===== config.mk =====
export PLATFORM = sky130hd
export DESIGN_NAME = multiplexed_clock_display_scanner_flat
export DESIGN_NICKNAME = d
export VERILOG_FILES = /design/src/sv/mcds_pkg.sv /design/src/sv/mcds_ifs.sv /design/src/sv/multiplexed_clock_display_scanner.sv /design/src/flat_wrapper.sv
export SDC_FILE = /design/constraint.sdc
export NUM_CORES = 1
export LEC_CHECK = 0
export ABC_AREA = 1
export BUFFER_PORTS_ARGS = -buffer_cell sky130_fd_sc_hd__buf_2
export CAP_MARGIN = 15
export CORE_MARGIN = 3
export CORE_UTILIZATION = 55
export CTS_BUF_LIST = sky130_fd_sc_hd__clkbuf_16
export DETAILED_ROUTE_END_ITERATION = 6
export PLACE_DENSITY = 0.84
export SETUP_SLACK_MARGIN = 0.15
export SYNTH_ARGS = -nofsm -noshare
export SYNTH_HDL_FRONTEND = slang
export SYNTH_SLANG_ARGS = --single-unit
export TNS_END_PERCENT = 5

===== constraint.sdc =====
create_clock -name clk -period 3.5 [get_ports clk]
set_clock_uncertainty 0.05 [all_clocks]
set_input_delay 0.175 -clock clk [delete_from_list [all_inputs] [get_ports clk]]
set_output_delay 0.175 -clock clk [all_outputs]
set_load 0.01 [all_outputs]

===== src/sv/mcds_pkg.sv =====
// Types, constants and helpers shared by the display scanner files.
package mcds_pkg;

  localparam int unsigned TPS_W = 16;
  localparam logic [TPS_W-1:0] TPS_RESET = 16'd20000;
  localparam logic [4:0] PHASE_LAST = 5'd17;
  localparam logic [4:0] PHASE_OFF = 5'd15;
  localparam logic [5:0] SECS_PER_MIN = 6'd60;
  localparam logic [2:0] DOT_BIT = 3'd7;
  localparam logic [1:0] COLON_DIGIT = 2'd1;

  typedef enum logic {
    CMD_TICK = 1'b0,
    CMD_LOAD = 1'b1
  } cmd_t;

  typedef logic [7:0] seg_t;

  typedef struct packed {
    logic       resync;
    logic       led;
    logic [3:0] digit;
    logic       latch;
    logic       sdata;
    logic       sclk;
  } pins_t;

  localparam seg_t SEG_TABLE [10] = '{
    8'h3F, 8'h06, 8'h5B, 8'h4F, 8'h66, 8'h6D, 8'h7D, 8'h07, 8'h7F, 8'h6F
  };

  // segment bit sent at even phases 0,2,..,14: F,G,A,H,E,B,C,D
  localparam logic [2:0] SEND_ORDER [8] = '{
    3'd5, 3'd6, 3'd0, 3'd7, 3'd4, 3'd1, 3'd2, 3'd3
  };

  // quotient by ten for values below 64: multiply by 205, shift by 11
  function automatic logic [3:0] div10(input logic [5:0] v);
    logic [13:0] p;
    p = 14'(v) * 14'd205;
    return {1'b0, p[13:11]};
  endfunction

  function automatic logic [3:0] mod10(input logic [5:0] v);
    logic [5:0] q10;
    q10 = 6'(div10(v)) * 6'd10;
    return 4'(v - q10);
  endfunction

  function automatic seg_t seg_of(input logic [3:0] d);
    seg_t s;
    s = '0;
    if (d < 4'd10) begin
      s = SEG_TABLE[d];
    end
    return s;
  endfunction

endpackage


===== src/sv/mcds_ifs.sv =====
// Channel interfaces: time/tick input, pin-level result, config write.
interface mcds_in_if;
  logic       valid;
  logic       ready;
  logic       cmd;
  logic [4:0] hour;
  logic [5:0] minute;
  logic [5:0] second;

  modport source (output valid, cmd, hour, minute, second, input ready);
  modport sink (input valid, cmd, hour, minute, second, output ready);
endinterface

interface mcds_out_if;
  logic       valid;
  logic       ready;
  logic       shift_clock;
  logic       shift_data;
  logic       latch_clock;
  logic [3:0] digit_enable;
  logic       status_led;
  logic       resync_request;

  modport source (output valid, shift_clock, shift_data, latch_clock, digit_enable,
                  status_led, resync_request, input ready);
  modport sink (input valid, shift_clock, shift_data, latch_clock, digit_enable,
                status_led, resync_request, output ready);
endinterface

interface mcds_cfg_if;
  logic        valid;
  logic        ready;
  logic [15:0] data;

  modport source (output valid, data, input ready);
  modport sink (input valid, data, output ready);
endinterface


===== src/sv/multiplexed_clock_display_scanner.sv =====
// A beat accepted at a clock edge shows its pin levels on out_ch from that edge on.
// Throughput: one beat per cycle while out_ch.ready stays high; in_ch.ready is high while the result slot is empty
// or being taken in the same cycle.
// Reset (rst_n low, synchronous): patterns, counters and pins clear, colon on,
// resync request high, ticks_per_second back to 20000, no result pending.
module multiplexed_clock_display_scanner (
  input  logic           clk,
  input  logic           rst_n,
  mcds_in_if.sink        in_ch,
  mcds_out_if.source     out_ch,
  mcds_cfg_if.sink       cfg_ch
);
  import mcds_pkg::*;

  seg_t             seg_r   [4];
  seg_t             seg_nxt [4];
  logic [4:0]       phase_r, phase_nxt;
  logic [1:0]       digit_r, digit_nxt;
  logic [TPS_W-1:0] tick_r, tick_nxt;
  logic [5:0]       secs_r, secs_nxt;
  logic [5:0]       limit_r, limit_nxt;
  logic             colon_r, colon_nxt;
  pins_t            pins_r, pins_nxt;
  logic [TPS_W-1:0] tps_r;
  logic             out_valid_r;

  logic             accept;
  logic [2:0]       segbit;
  logic [TPS_W:0]   tick_inc;
  logic [5:0]       secs_inc;
  seg_t             cur_seg;

  assign in_ch.ready  = !out_valid_r || out_ch.ready;
  assign accept       = in_ch.valid && in_ch.ready;
  assign cfg_ch.ready = 1'b1;

  always_comb begin
    for (int k = 0; k < 4; k++) begin
      seg_nxt[k] = seg_r[k];
    end
    phase_nxt = phase_r;
    digit_nxt = digit_r;
    tick_nxt  = tick_r;
    secs_nxt  = secs_r;
    limit_nxt = limit_r;
    colon_nxt = colon_r;
    pins_nxt  = pins_r;
    segbit    = SEND_ORDER[phase_r[3:1]];
    tick_inc  = {1'b0, tick_r} + 1'b1;
    secs_inc  = secs_r + 6'd1;
    cur_seg   = seg_r[digit_r];

    if (in_ch.cmd == CMD_LOAD) begin
      seg_nxt[0] = seg_of(div10({1'b0, in_ch.hour}));
      seg_nxt[1] = seg_of(mod10({1'b0, in_ch.hour}));
      seg_nxt[2] = seg_of(div10(in_ch.minute));
      seg_nxt[3] = seg_of(mod10(in_ch.minute));
      limit_nxt  = (in_ch.second >= SECS_PER_MIN) ? 6'd0 : 6'(SECS_PER_MIN - in_ch.second);
      pins_nxt.resync = 1'b0;
    end else begin
      if (phase_r <= PHASE_OFF) begin
        pins_nxt.latch = 1'b0;
        if (!phase_r[0]) begin
          pins_nxt.sclk = 1'b0;
          if (segbit == DOT_BIT && digit_r == COLON_DIGIT) begin
            seg_nxt[1][DOT_BIT] = colon_r;
            cur_seg[DOT_BIT]    = colon_r;
          end
          pins_nxt.sdata = cur_seg[segbit];
        end else begin
          pins_nxt.sclk = 1'b1;
          if (phase_r == PHASE_OFF) begin
            pins_nxt.digit[digit_r - 2'd1] = 1'b0;
          end
        end
      end else begin
        pins_nxt.sclk           = 1'b0;
        pins_nxt.latch          = 1'b1;
        pins_nxt.digit[digit_r] = 1'b1;
        if (phase_r == PHASE_LAST) begin
          digit_nxt = digit_r + 2'd1;
        end
      end

      phase_nxt = (phase_r >= PHASE_LAST) ? 5'd0 : phase_r + 5'd1;

      if (tick_inc > {1'b0, tps_r}) begin
        colon_nxt    = !colon_r;
        pins_nxt.led = !pins_r.led;
        tick_nxt     = '0;
        if (secs_inc > limit_r) begin
          pins_nxt.resync = 1'b1;
          secs_nxt        = '0;
        end else begin
          secs_nxt = secs_inc;
        end
      end else begin
        tick_nxt = tick_inc[TPS_W-1:0];
      end
    end
  end

  always_ff @(posedge clk) begin
    if (!rst_n) begin
      for (int k = 0; k < 4; k++) begin
        seg_r[k] <= '0;
      end
      phase_r     <= '0;
      digit_r     <= '0;
      tick_r      <= '0;
      secs_r      <= '0;
      limit_r     <= '0;
      colon_r     <= 1'b1;
      pins_r      <= '{resync: 1'b1, default: '0};
      tps_r       <= TPS_RESET;
      out_valid_r <= 1'b0;
    end else begin
      if (cfg_ch.valid) begin
        tps_r <= cfg_ch.data;
      end
      if (accept) begin
        seg_r       <= seg_nxt;
        phase_r     <= phase_nxt;
        digit_r     <= digit_nxt;
        tick_r      <= tick_nxt;
        secs_r      <= secs_nxt;
        limit_r     <= limit_nxt;
        colon_r     <= colon_nxt;
        pins_r      <= pins_nxt;
        out_valid_r <= 1'b1;
      end else if (out_ch.ready) begin
        out_valid_r <= 1'b0;
      end
    end
  end

  // pin state only moves on accept, which needs the slot free or being taken, so it is the result register
  assign out_ch.valid          = out_valid_r;
  assign out_ch.shift_clock    = pins_r.sclk;
  assign out_ch.shift_data     = pins_r.sdata;
  assign out_ch.latch_clock    = pins_r.latch;
  assign out_ch.digit_enable   = pins_r.digit;
  assign out_ch.status_led     = pins_r.led;
  assign out_ch.resync_request = pins_r.resync;

endmodule


===== src/flat_wrapper.sv =====
// flat-port wrapper written by rule: the top's interface ports become plain ports
module multiplexed_clock_display_scanner_flat import mcds_pkg::*;
  (clk, rst_n, in_ch_valid, in_ch_cmd, in_ch_hour, in_ch_minute, in_ch_second, in_ch_ready, out_ch_valid, out_ch_shift_clock, out_ch_shift_data, out_ch_latch_clock, out_ch_digit_enable, out_ch_status_led, out_ch_resync_request, out_ch_ready, cfg_ch_valid, cfg_ch_data, cfg_ch_ready);
  mcds_in_if in_ch_i ();
  mcds_out_if out_ch_i ();
  mcds_cfg_if cfg_ch_i ();
  input  logic clk;
  input  logic rst_n;
  input wire logic [$bits(in_ch_i.valid)-1:0] in_ch_valid;
  input wire logic [$bits(in_ch_i.cmd)-1:0] in_ch_cmd;
  input wire logic [$bits(in_ch_i.hour)-1:0] in_ch_hour;
  input wire logic [$bits(in_ch_i.minute)-1:0] in_ch_minute;
  input wire logic [$bits(in_ch_i.second)-1:0] in_ch_second;
  output wire logic [$bits(in_ch_i.ready)-1:0] in_ch_ready;
  output wire logic [$bits(out_ch_i.valid)-1:0] out_ch_valid;
  output wire logic [$bits(out_ch_i.shift_clock)-1:0] out_ch_shift_clock;
  output wire logic [$bits(out_ch_i.shift_data)-1:0] out_ch_shift_data;
  output wire logic [$bits(out_ch_i.latch_clock)-1:0] out_ch_latch_clock;
  output wire logic [$bits(out_ch_i.digit_enable)-1:0] out_ch_digit_enable;
  output wire logic [$bits(out_ch_i.status_led)-1:0] out_ch_status_led;
  output wire logic [$bits(out_ch_i.resync_request)-1:0] out_ch_resync_request;
  input wire logic [$bits(out_ch_i.ready)-1:0] out_ch_ready;
  input wire logic [$bits(cfg_ch_i.valid)-1:0] cfg_ch_valid;
  input wire logic [$bits(cfg_ch_i.data)-1:0] cfg_ch_data;
  output wire logic [$bits(cfg_ch_i.ready)-1:0] cfg_ch_ready;
  assign in_ch_i.valid = in_ch_valid;
  assign in_ch_i.cmd = in_ch_cmd;
  assign in_ch_i.hour = in_ch_hour;
  assign in_ch_i.minute = in_ch_minute;
  assign in_ch_i.second = in_ch_second;
  assign in_ch_ready = in_ch_i.ready;
  assign out_ch_valid = out_ch_i.valid;
  assign out_ch_shift_clock = out_ch_i.shift_clock;
  assign out_ch_shift_data = out_ch_i.shift_data;
  assign out_ch_latch_clock = out_ch_i.latch_clock;
  assign out_ch_digit_enable = out_ch_i.digit_enable;
  assign out_ch_status_led = out_ch_i.status_led;
  assign out_ch_resync_request = out_ch_i.resync_request;
  assign out_ch_i.ready = out_ch_ready;
  assign cfg_ch_i.valid = cfg_ch_valid;
  assign cfg_ch_i.data = cfg_ch_data;
  assign cfg_ch_ready = cfg_ch_i.ready;
  multiplexed_clock_display_scanner u_core (.clk(clk), .rst_n(rst_n), .in_ch(in_ch_i), .out_ch(out_ch_i), .cfg_ch(cfg_ch_i));
endmodule

==> flow_metrics.env, run 1 <==
export IMPL_hold_viol_final=0
export IMPL_hp_class="input port to register"
export IMPL_hold_path_startpoint="cfg_ch_data[14]"
export IMPL_reg2reg_slack_ns=0.24
export IMPL_p_leak_nw=3.77
export IMPL_outcome="finished clean"
export IMPL_die_w_um=115
export IMPL_htreeDepth=3
export IMPL_drt_wl_total_um=14600
export IMPL_crit_path_cell_trace="buf_4 > ha_4 > ha_4 > inv_2 > fa_1 > inv_1 > ha_2 > a21oi_2 > nor2_1 > a211oi_2 > nand3_2 > nand2_2 > inv_2 > ha_4 > fa_2 > xnor2_4 > inv_2 > nand3_2 > nand3_2 > nand2_2 > inv_4 > o21ai_2 > a21oi_1"
export IMPL_muxShareOfSynthArea=0
export IMPL_vias=6020
export IMPL_dpl_cell_area_sq_um=7310
export IMPL_root_buffer="clkbuf_16"
export IMPL_core_sq_um=11500
export IMPL_report_final_slew_viol_count=0
export IMPL_die_h_um=115
export IMPL_grt_pass1_wl_um=24100
export IMPL_use_met3=0.0263
export IMPL_synth_seq_cells=90
export IMPL_worstPathArrival_ns=3.47
export IMPL_clockBufferDepth=2
export IMPL_start_util=0.569
export IMPL_regArea_sq_um=1800
export IMPL_async_flop_share=0
export IMPL_worstMarginPinSlew_ns=1.12
export IMPL_crit_type="input port to register"
export IMPL_drc=0
export IMPL_grt_pass1_vias=5620
export IMPL_grt_max_degree=65
export IMPL_diodes=0
export IMPL_syn_nets=1034
export IMPL_avgRoutedWirePerCell_um=13.0
export IMPL_drtPass1Iterations=5
export IMPL_grt_use_met2=0.373
export IMPL_cp_max_fo=7
export IMPL_fin_crit_sh=0.954
export IMPL_total_power_w=0.00326
export IMPL_clock_sinks=90
export IMPL_setup_viol=0
export IMPL_ys_dominant_reg_cell="dfxtp_1"
export IMPL_synth_top_family_by_area="simple AND/OR/NAND/NOR gates"
export IMPL_critPathLaunchType="input port"
export IMPL_power_per_cell_area_nw_per_um2=409
export IMPL_port_buffers=49
export IMPL_synth_xor_area_frac=0.0292
export IMPL_finalCriticalPeriod_ns=3.34
export IMPL_cts_made_buffers=9
export IMPL_min_to="u_core.tps_r[14]"
export IMPL_clock_fmax_ghz=0.299
export IMPL_crit_family="adder cells"
export IMPL_synth_cell_types=47
export IMPL_multiInputGateArea_sq_um=4570
export IMPL_layout_nets=1117
export IMPL_synth_top_area_frac=0.275
export IMPL_reg2reg_from="u_core.tick_r[2]"
export IMPL_clk_pin_slew_worst_paths_ns=0.07
export IMPL_synth_area_leader_cell="dfxtp_1"
export IMPL_crit_required_ns=3.63
export IMPL_insertion_delay_ns=0.35
export IMPL_top_usage_layer="met2"
export IMPL_rsz0062_at_grt="true"
export IMPL_avgSynthCellArea_sq_um=7.34
export IMPL_yosys_warnings=0
export IMPL_synthCells=892
export IMPL_place_gp_congestion=0.861
export IMPL_synthSimpleGateAreaFrac=0.237
export IMPL_synthTopCellsByArea="dfxtp_1 (28%), ha_1 (18%), nand2_1 (9.9%)"
export IMPL_gr_usage_all_layers=0.216
export IMPL_crit_buf_inv=6
export IMPL_synth_edff_count=0
export IMPL_fin_area_sq_um=7980
export IMPL_ys_seq_area_frac=0.275
export IMPL_dp_hpwl_um=10600
export IMPL_maxCapViolations=0
export IMPL_hold_depth=3
export IMPL_layout_drive_gt1_share=0.234
export IMPL_drt_iter0_markers=380
export IMPL_fillers=937
export IMPL_synthAdderAreaFrac=0.207
export IMPL_cts_tree="done"
export IMPL_syn_cell_area_sq_um=6550
export IMPL_ff2ff_path_depth=22
export IMPL_die_area_sq_um=13300
export IMPL_num_rows=39
export IMPL_r2r_end="u_core.tick_r[3]"
export IMPL_synth_compound_area_frac=0.161
export IMPL_cp_end_kind="register"
export IMPL_maxSlewHeadroom=0.249
export IMPL_grt_overflow=0
export IMPL_antenna_left=0
export IMPL_cp_slowest_stage_delay_ns=0.51
export IMPL_pin_count=51
export IMPL_grt_met1_usage=0.280
export IMPL_via_per_inst=5.36
export IMPL_peakVddDrop_v=0.000233
export IMPL_cpMaxStageDelayCell="fa_1"
export IMPL_area_growth_pct=21.8
export IMPL_antenna_found_initial=0
==> worst reg2reg max path, stage by stage (launching register included) <==
cell      delay [ns]
dfxtp_1         0.38
nand2_1         0.08
nor2_2          0.11
nand2_1         0.10
nor2_4          0.13
nand2_2         0.08
nor2_4          0.13
nand4_1         0.11
xor2_1          0.18
inv_1           0.09
ha_1            0.29
nand2_1         0.08
nor2_1          0.06
a211oi_2        0.17
o21ai_1         0.09
a21oi_1         0.18
nand2_1         0.10
nand2_2         0.13
nand2_4         0.12
nor2_4          0.15
buf_12          0.15
nand2_1         0.07
a21oi_1         0.13
==> state kept, by name, indices dropped and copies added (netlist names) <==
register,cells
u_core.out_ch.status_led,1
u_core.colon_r,1
u_core.limit_r,6
u_core.out_ch.resync_request,1
u_core.tick_r,16
u_core.digit_r,2
u_core.tps_r,16
u_core.out_ch.latch_clock,1
u_core.out_ch.valid,1
u_core.out_ch.digit_enable,4
u_core.phase_r,5
u_core.secs_r,6
u_core.seg_r,28
u_core.out_ch.shift_data,1
u_core.out_ch.shift_clock,1
==> worst max-delay path by stage <==
stage          slack [ns]                to             from  cells after the start
2_1_floorplan        0.08  u_core.seg_r[16]    in_ch_hour[3]                     20
3_3_place_gp        -0.21  u_core.seg_r[21]    in_ch_hour[3]                     19
3_5_place_dp        -0.35  u_core.seg_r[21]    in_ch_hour[3]                     22
4_1_cts              0.14   u_core.seg_r[4]  in_ch_minute[4]                     24
5_1_grt             -0.02   u_core.seg_r[4]  in_ch_minute[3]                     23
6_report             0.16  u_core.seg_r[22]    in_ch_hour[4]                     23
==> per-layer routing <==
layer | share of wire | vias up
met5 | 0 | -
met4 | 0.018 | 0
met3 | 0.034 | 23
li1 | - | 3110
met1 | 0.45 | 2767
met2 | 0.50 | 120
==> area by class of cell <==
class | count | share of cell area
Clock buffer | 9 | 0.0282
Clock inverter | 7 | 0.00941
Inverter | 128 | 0.0615
Sequential cell | 90 | 0.226
Tap cell | 143 | 0.0224
Timing Repair Buffer | 97 | 0.0798
Multi-Input combinational cell | 649 | 0.572
==> repair_timing <==
action,CTS,global route
hold buffers,1,0
setup endpoints to repair,10,39
pin swaps,2,31
setup buffers,0,5
cloned,0,0
endpoints found under the hold margin,1,0
resized for setup,3,59
==> cells in the mapped netlist, types with 2 or more instances <==
library cell and n:
a211oi_1 6, a21oi_1 97, a21oi_2 2, a2bb2oi_1 2, a311oi_1 3, a31oi_1 6, buf_2 2, buf_4 2
clkbuf_1 19, dfxtp_1 90, fa_1 9, ha_1 94, inv_1 123, inv_2 5, nand2_1 172, nand2_2 13
nand2_4 2, nand3_1 42, nand3_2 11, nand4_1 10, nor2_1 54, nor2_2 7, nor2_4 6, nor3_1 8
o211ai_1 9, o21a_1 2, o21ai_0 49, o21ai_1 3, o22ai_1 4, or2_2 5, xnor2_1 8, xor2_1 12
==> kinds of logic (layout without fill, tap and decap cells) <==
group / after synthesis / count (layout)
xor gates and xnor gates: 21 / 21
other: 1 / 1
adders and majority gates: 103 / 103
DFF: 90 / 90
and+or+nand+nor: 334 / 334
buffers and inverters: 153 / 241
AOI/OAI and AO/OA: 190 / 190
==> through the flow <==
stage	setup slack, ns	std cells	hold slack, ns	util	setup TNS, ns
2_1_floorplan	0.0819	892	0.251	-	0
3_3_place_gp	-0.206	1101	0.339	0.635	-1.68
3_5_place_dp	-0.351	1101	0.346	0.635	-3.30
4_1_cts	0.137	1118	0.00236	0.663	0
5_1_grt	-0.0235	1123	0.0258	0.693	-0.113
6_report	0.159	1123	0.00268	0.693	0
==> cells in the final DEF, fill, tap and decap left out, drive strengths merged, types with 2 or more instances in the layout <==
cell / instances
a211oi: 6
a21oi: 99
a2bb2oi: 2
a311oi: 3
a31oi: 6
buf: 96
clkbuf: 9
clkinv: 2
clkinvlp: 2
dfxtp: 90
fa: 9
ha: 94
inv: 130
nand2: 187
nand3: 53
nand3b: 2
nand4: 10
nor2: 67
nor3: 8
o211ai: 9
o21a: 2
o21ai: 52
o22ai: 4
or2: 5
xnor2: 9
xor2: 12
==> report_power, final <==
group          switching (W)  internal, W  leakage, nW
registers          0.0000302      0.00108        0.735
logic               0.000661     0.000511         2.89
clock network       0.000420     0.000557        0.140
(Power assumes the default switching activity.)
==> run 2: changes to the inputs <==
--- a/config.mk
+++ b/config.mk
@@ -8,6 +8,7 @@
 export ABC_AREA = 1
 export BUFFER_PORTS_ARGS = -buffer_cell sky130_fd_sc_hd__buf_2
 export CAP_MARGIN = 15
+export CORE_ASPECT_RATIO = 1.4
 export CORE_MARGIN = 3
 export CORE_UTILIZATION = 55
 export CTS_BUF_LIST = sky130_fd_sc_hd__clkbuf_16
==> run 2 against run 1 <==
  * Setup slack got worse by 0.055 ns
  * Routed wire length up 5.1%
  * Critical path depth up 1
  * First-iteration DRC count fell by 35%
  * Total power increased by 5.1%
  * Clock power rose by 21%
==> flow_metrics.env, run 2 (synthesis results as in run 1) <==
export IMPL_maxCapViolations=0
export IMPL_gr_usage_all_layers=0.223
export IMPL_fin_area_sq_um=8040
export IMPL_reg2reg_from="u_core.tick_r[2]"
export IMPL_layout_drive_gt1_share=0.233
export IMPL_drtPass1Iterations=5
export IMPL_dpl_cell_area_sq_um=7310
export IMPL_place_gp_congestion=0.888
export IMPL_final_common_cell="nand2_1"
export IMPL_diodes=0
export IMPL_fin_cells=1130
export IMPL_finalSetupTns_ns=0
export IMPL_largestRegisters="u_core.seg_r: 28 flops, u_core.tick_r: 16 flops, u_core.tps_r: 16 flops"
export IMPL_insertion_delay_ns=0.35
export IMPL_min_to="u_core.tps_r[9]"
export IMPL_hold_path_startpoint="cfg_ch_data[9]"
export IMPL_crit_required_ns=3.64
export IMPL_maxSlewHeadroom=0.238
export IMPL_layout_nets=1123
export IMPL_cts_made_buffers=9
export IMPL_top_register="u_core.seg_r"
export IMPL_avgRoutedWirePerCell_um=13.6
export IMPL_die_h_um=135
export IMPL_cp_end_kind="register"
export IMPL_ff2ff_path_depth=22
export IMPL_pin_count=51
export IMPL_rsz0062_at_grt="true"
export IMPL_peakVddDrop_v=0.000341
export IMPL_drc=0
export IMPL_via_per_inst=5.43
export IMPL_outcome="finished clean"
export IMPL_die_w_um=98.2
export IMPL_dp_cells=1102
export IMPL_crit_buf_inv=7
export IMPL_crit_family="adder cells"
export IMPL_clk_pin_slew_worst_paths_ns=0.06
export IMPL_grt_overflow=0
export IMPL_drt_wl_total_um=15300
export IMPL_reg2reg_slack_ns=0.18
export IMPL_crit_path_cell_trace="buf_12 > inv_8 > ha_4 > inv_2 > ha_4 > fa_1 > ha_4 > a21oi_2 > nand2_1 > nand4_1 > buf_4 > nand3_2 > nand2_2 > inv_2 > ha_4 > fa_2 > xnor2_4 > inv_2 > nand3_2 > nand3_2 > nand2_2 > inv_4 > nand2_1 > a21oi_1"
export IMPL_hold_depth=3
export IMPL_hp_class="input port to register"
export IMPL_worstPathArrival_ns=3.53
export IMPL_vias=6135
export IMPL_r2r_end="u_core.tick_r[8]"
export IMPL_cpMaxStageDelayCell="fa_1"
export IMPL_finalCriticalPeriod_ns=3.40
export IMPL_core_sq_um=11500
export IMPL_critPathLaunchType="input port"
export IMPL_largest_register_ffs=28
export IMPL_clock_fmax_ghz=0.294
export IMPL_report_final_slew_viol_count=0
export IMPL_die_area_sq_um=13300
export IMPL_fillers=914
export IMPL_power_per_cell_area_nw_per_um2=426
export IMPL_area_growth_pct=22.8
export IMPL_clockBufferDepth=2
export IMPL_port_buffers=49
export IMPL_cp_max_fo=7
export IMPL_fin_crit_sh=0.970
export IMPL_antenna_found_initial=0
export IMPL_root_buffer="clkbuf_16"
export IMPL_dp_hpwl_um=10900
export IMPL_drt_iter0_markers=248
export IMPL_startpoint="in_ch_hour[3]"
export IMPL_num_rows=46
export IMPL_start_util=0.569
export IMPL_cts_tree="done"
export IMPL_crit_top_cell="ha_4"
export IMPL_clock_sinks=90
export IMPL_antenna_left=0
export IMPL_p_leak_nw=3.82
export IMPL_worstMarginPinSlew_ns=1.14
export IMPL_grt_pass1_wl_um=24800
export IMPL_setup_viol=0
export IMPL_grt_pass1_vias=5867
export IMPL_crit_type="input port to register"
export IMPL_cp_slowest_stage_delay_ns=0.44
export IMPL_htreeDepth=3
export IMPL_hold_viol_final=0
export IMPL_grt_max_degree=65
export IMPL_final_cell_mix="nand2_1 (160), inv_1 (114), a21oi_1 (90)"
run 2: layer usage:
metal  vias up  track usage  routed length [um]
met1      2858        0.220                5650
met2       120        0.446                8670
met4         0        0.100                 517
met3        38       0.0393                 509
met5         -            0                   0
li1       3119            -                   -
run 2: repair_timing:
action	CTS	global route
endpoints found under the hold margin	4	0
resized for setup	1	57
setup endpoints to repair	10	40
gates cloned	0	0
setup buffers	0	8
hold buffers	4	0
pin swaps	2	24
run 2: cell type report:
cell class	instances	area, sq um	area share
Clock inverter	7	141	0.0176
Multi-Input combinational cell	649	4500	0.560
Timing Repair Buffer	103	694	0.0864
Sequential cell	90	1810	0.225
Clock buffer	9	225	0.0280
Inverter	128	490	0.0610
Tap cell	144	180	0.0224
run 2: worst max path at each step:
stage,endpoint,slack (ns),cells after the start
after floorplan,u_core.seg_r[16],0.08,20
after global placement,u_core.seg_r[21],-0.15,24
after detailed placement,u_core.seg_r[21],-0.29,21
after CTS,u_core.seg_r[4],0.13,26
after global routing,u_core.seg_r[20],-0.08,24
final,u_core.seg_r[20],0.10,24
run 2: tightest hold or removal path: cells and delay by family:
family / cells / cell delay, ns
buffers and inverters: 1 / 0.08
AOI/OAI and AO/OA: 2 / 0.12
run 2: power breakdown:
group	switching [W]	leakage (nW)	internal (W)
clock	0.000411	0.176	0.000769
combinational	0.000642	2.91	0.000493
sequential	0.0000277	0.736	0.00108
run 2: stage by stage:
step                      total power [W]  worst slack [ns]   util  hold slack [ns]
after floorplan                   0.00184            0.0819      -            0.251
after global placement            0.00211            -0.152  0.635            0.341
after detailed placement          0.00214            -0.288  0.635            0.356
after CTS                         0.00332             0.130  0.671          0.00702
after global routing              0.00363           -0.0783  0.699           0.0347
final                             0.00343             0.104  0.699           0.0121
==> run 3: changes to the inputs <==
--- a/config.mk
+++ b/config.mk
@@ -13,6 +13,7 @@
 export CORE_UTILIZATION = 55
 export CTS_BUF_LIST = sky130_fd_sc_hd__clkbuf_16
 export DETAILED_ROUTE_END_ITERATION = 6
+export HOLD_SLACK_MARGIN = 0.15
 export PLACE_DENSITY = 0.84
 export SETUP_SLACK_MARGIN = 0.15
 export SYNTH_ARGS = -nofsm -noshare
==> run 3 against run 2 <==
  * Routed wire length increased by 1.1%
  * Final area increased by 2.3%
  * Critical path depth unchanged
  * Flip-flop and latch count unchanged
  * Sequential power about the same
  * First-iteration DRC count increased by 2.8%
  * Die area unchanged
==> flow_metrics.env, run 3 (synthesis results as in run 1) <==
export IMPL_drc=0
export IMPL_grt_max_degree=65
export IMPL_whs_ns=0.146
export IMPL_report_final_slew_viol_count=0
export IMPL_port_buffers=49
export IMPL_fin_area_sq_um=8220
export IMPL_place_gp_congestion=0.888
export IMPL_peakVddDrop_v=0.000340
export IMPL_dp_hpwl_um=10900
export IMPL_finalSetupTns_ns=0
export IMPL_start_util=0.569
export IMPL_insertion_delay_ns=0.35
export IMPL_clk_pin_slew_worst_paths_ns=0.06
export IMPL_crit_path_cell_trace="buf_12 > inv_8 > ha_4 > inv_2 > ha_4 > fa_1 > ha_4 > a21oi_2 > nand2_1 > nand4_1 > buf_4 > nand3_2 > nand2_2 > inv_2 > ha_4 > fa_2 > xnor2_4 > inv_2 > nand3_2 > nand3_2 > nand2_2 > inv_4 > o21ai_2 > a21oi_1"
export IMPL_hold_viol_final=0
export IMPL_drtPass1Iterations=4
export IMPL_largest_register_ffs=28
export IMPL_dpl_worst_slack_ns=-0.288
export IMPL_finalCriticalPeriod_ns=3.40
export IMPL_cts_tree="done"
export IMPL_num_rows=46
export IMPL_largestRegisters="u_core.seg_r: 28 flops, u_core.tick_r: 16 flops, u_core.tps_r: 16 flops"
export IMPL_pin_count=51
export IMPL_clock_fmax_ghz=0.294
export IMPL_crit_required_ns=3.63
export IMPL_grt_overflow=0
export IMPL_worstMarginPinSlew_ns=1.17
export IMPL_grt_pass1_wl_um=25400
export IMPL_critPathLaunchType="input port"
export IMPL_cts_made_buffers=9
export IMPL_dpl_cell_area_sq_um=7310
export IMPL_cp_max_fo=7
export IMPL_htreeDepth=3
export IMPL_fillers=877
export IMPL_vias=6215
export IMPL_root_buffer="clkbuf_16"
export IMPL_setup_viol=0
export IMPL_diodes=0
export IMPL_core_sq_um=11500
export IMPL_area_growth_pct=25.6
export IMPL_drt_iter0_markers=255
export IMPL_multiInputGateArea_sq_um=4500
export IMPL_layout_drive_gt1_share=0.228
export IMPL_drt_wl_total_um=15500
export IMPL_p_leak_nw=3.89
export IMPL_avgRoutedWirePerCell_um=13.5
export IMPL_gr_usage_all_layers=0.230
export IMPL_grt_pass1_vias=6030
export IMPL_die_area_sq_um=13300
export IMPL_die_h_um=135
export IMPL_final_common_cell="nand2_1"
export IMPL_power_per_cell_area_nw_per_um2=419
export IMPL_final_cell_mix="nand2_1 (160), inv_1 (114), a21oi_1 (90)"
export IMPL_crit_family="adder cells"
export IMPL_crit_buf_inv=7
export IMPL_fin_crit_sh=0.970
export IMPL_clockBufferDepth=2
export IMPL_hp_class="input port to register"
export IMPL_via_per_inst=5.41
export IMPL_outcome="finished clean"
export IMPL_crit_top_cell="ha_4"
export IMPL_layout_nets=1142
export IMPL_cp_slowest_stage_delay_ns=0.44
export IMPL_regArea_sq_um=1810
export IMPL_maxSlewHeadroom=0.222
export IMPL_maxCapViolations=0
export IMPL_cp_end_kind="register"
export IMPL_die_w_um=98.2
export IMPL_cpMaxStageDelayCell="fa_1"
export IMPL_worstPathArrival_ns=3.53
export IMPL_top_register="u_core.seg_r"
export IMPL_clock_sinks=90
export IMPL_crit_type="input port to register"
export IMPL_antenna_found_initial=0
export IMPL_antenna_left=0
export IMPL_rsz0062_at_grt="true"
export IMPL_layout_setup_ws_ns=0.104
export IMPL_total_power_w=0.00344
-- run 3: changes by cell type in the layout (fill, tap and decap cells not counted) --
cell           previous run  this run
xnor2_2                   3         2
dlygate4sd3_1             4        23
xnor2_1                   5         6
-- run 3: cell type report --
type	instances	area share
clock inverters	7	0.0172
repair buffers	122	0.108
flip-flops and latches	90	0.220
well taps	144	0.0219
clock buffers	9	0.0274
multi-input cells	649	0.547
inverters	128	0.0596
-- run 3: worst paths after layout --
| check | to | from | depth (start not counted) | slack, ns |
|---|---|---|---|---|
| min reg2reg | u_core.out_ch.shift_clock | u_core.out_ch.shift_clock | 2 | 0.41 |
| min | u_core.tps_r[14] | cfg_ch_valid | 2 | 0.15 |
| max | u_core.seg_r[21] | in_ch_hour[3] | 24 | 0.10 |
| max reg2reg | u_core.tick_r[2] | u_core.tick_r[2] | 22 | 0.23 |
-- run 3: report_power, final --
group | total [W] | switching [W] | internal [W]
combinational | 0.00115 | 0.000646 | 0.000507
sequential | 0.00111 | 0.0000277 | 0.00108
clock | 0.00118 | 0.000411 | 0.000769
-- run 3: worst register-to-register path, cell delays in order, from the launching register on --
cell and delay [ns]:
dfxtp_2 0.36, nand2_1 0.08, nor2_2 0.12, nand2_1 0.10, nor2_4 0.13, nand2_2 0.08
nor2_4 0.13, nand4_1 0.14, xor2_1 0.17, inv_1 0.08, ha_1 0.30, nand2_1 0.10
nor2_1 0.06, a211oi_1 0.16, o21ai_0 0.12, a21oi_1 0.18, nand2_1 0.11, nand2_2 0.15
nand2_4 0.10, nor2_4 0.13, buf_12 0.15, nand2_1 0.06, a21oi_1 0.13
-- run 3: metrics by stage --
step	utilization	cells
floorplan	-	892
global placement	0.635	1102
detailed placement	0.635	1102
CTS	0.687	1141
global route	0.714	1149
finish	0.714	1149
-- run 3: timing repair --
item,4_1_cts,5_1_grt
setup buffers,0,8
endpoints found under the hold margin,22,0
endpoints found under the setup margin,10,40
pin swaps,2,24
hold buffers,23,0
resized for setup,1,56
-- run 3: metal layers --
layer | part of all wire | vias to the layer above | global-route usage
li1 | - | 3159 | -
met1 | 0.36 | 2882 | 0.220
met2 | 0.57 | 132 | 0.463
met3 | 0.036 | 42 | 0.0398
met4 | 0.037 | 0 | 0.109
met5 | 0 | - | 0
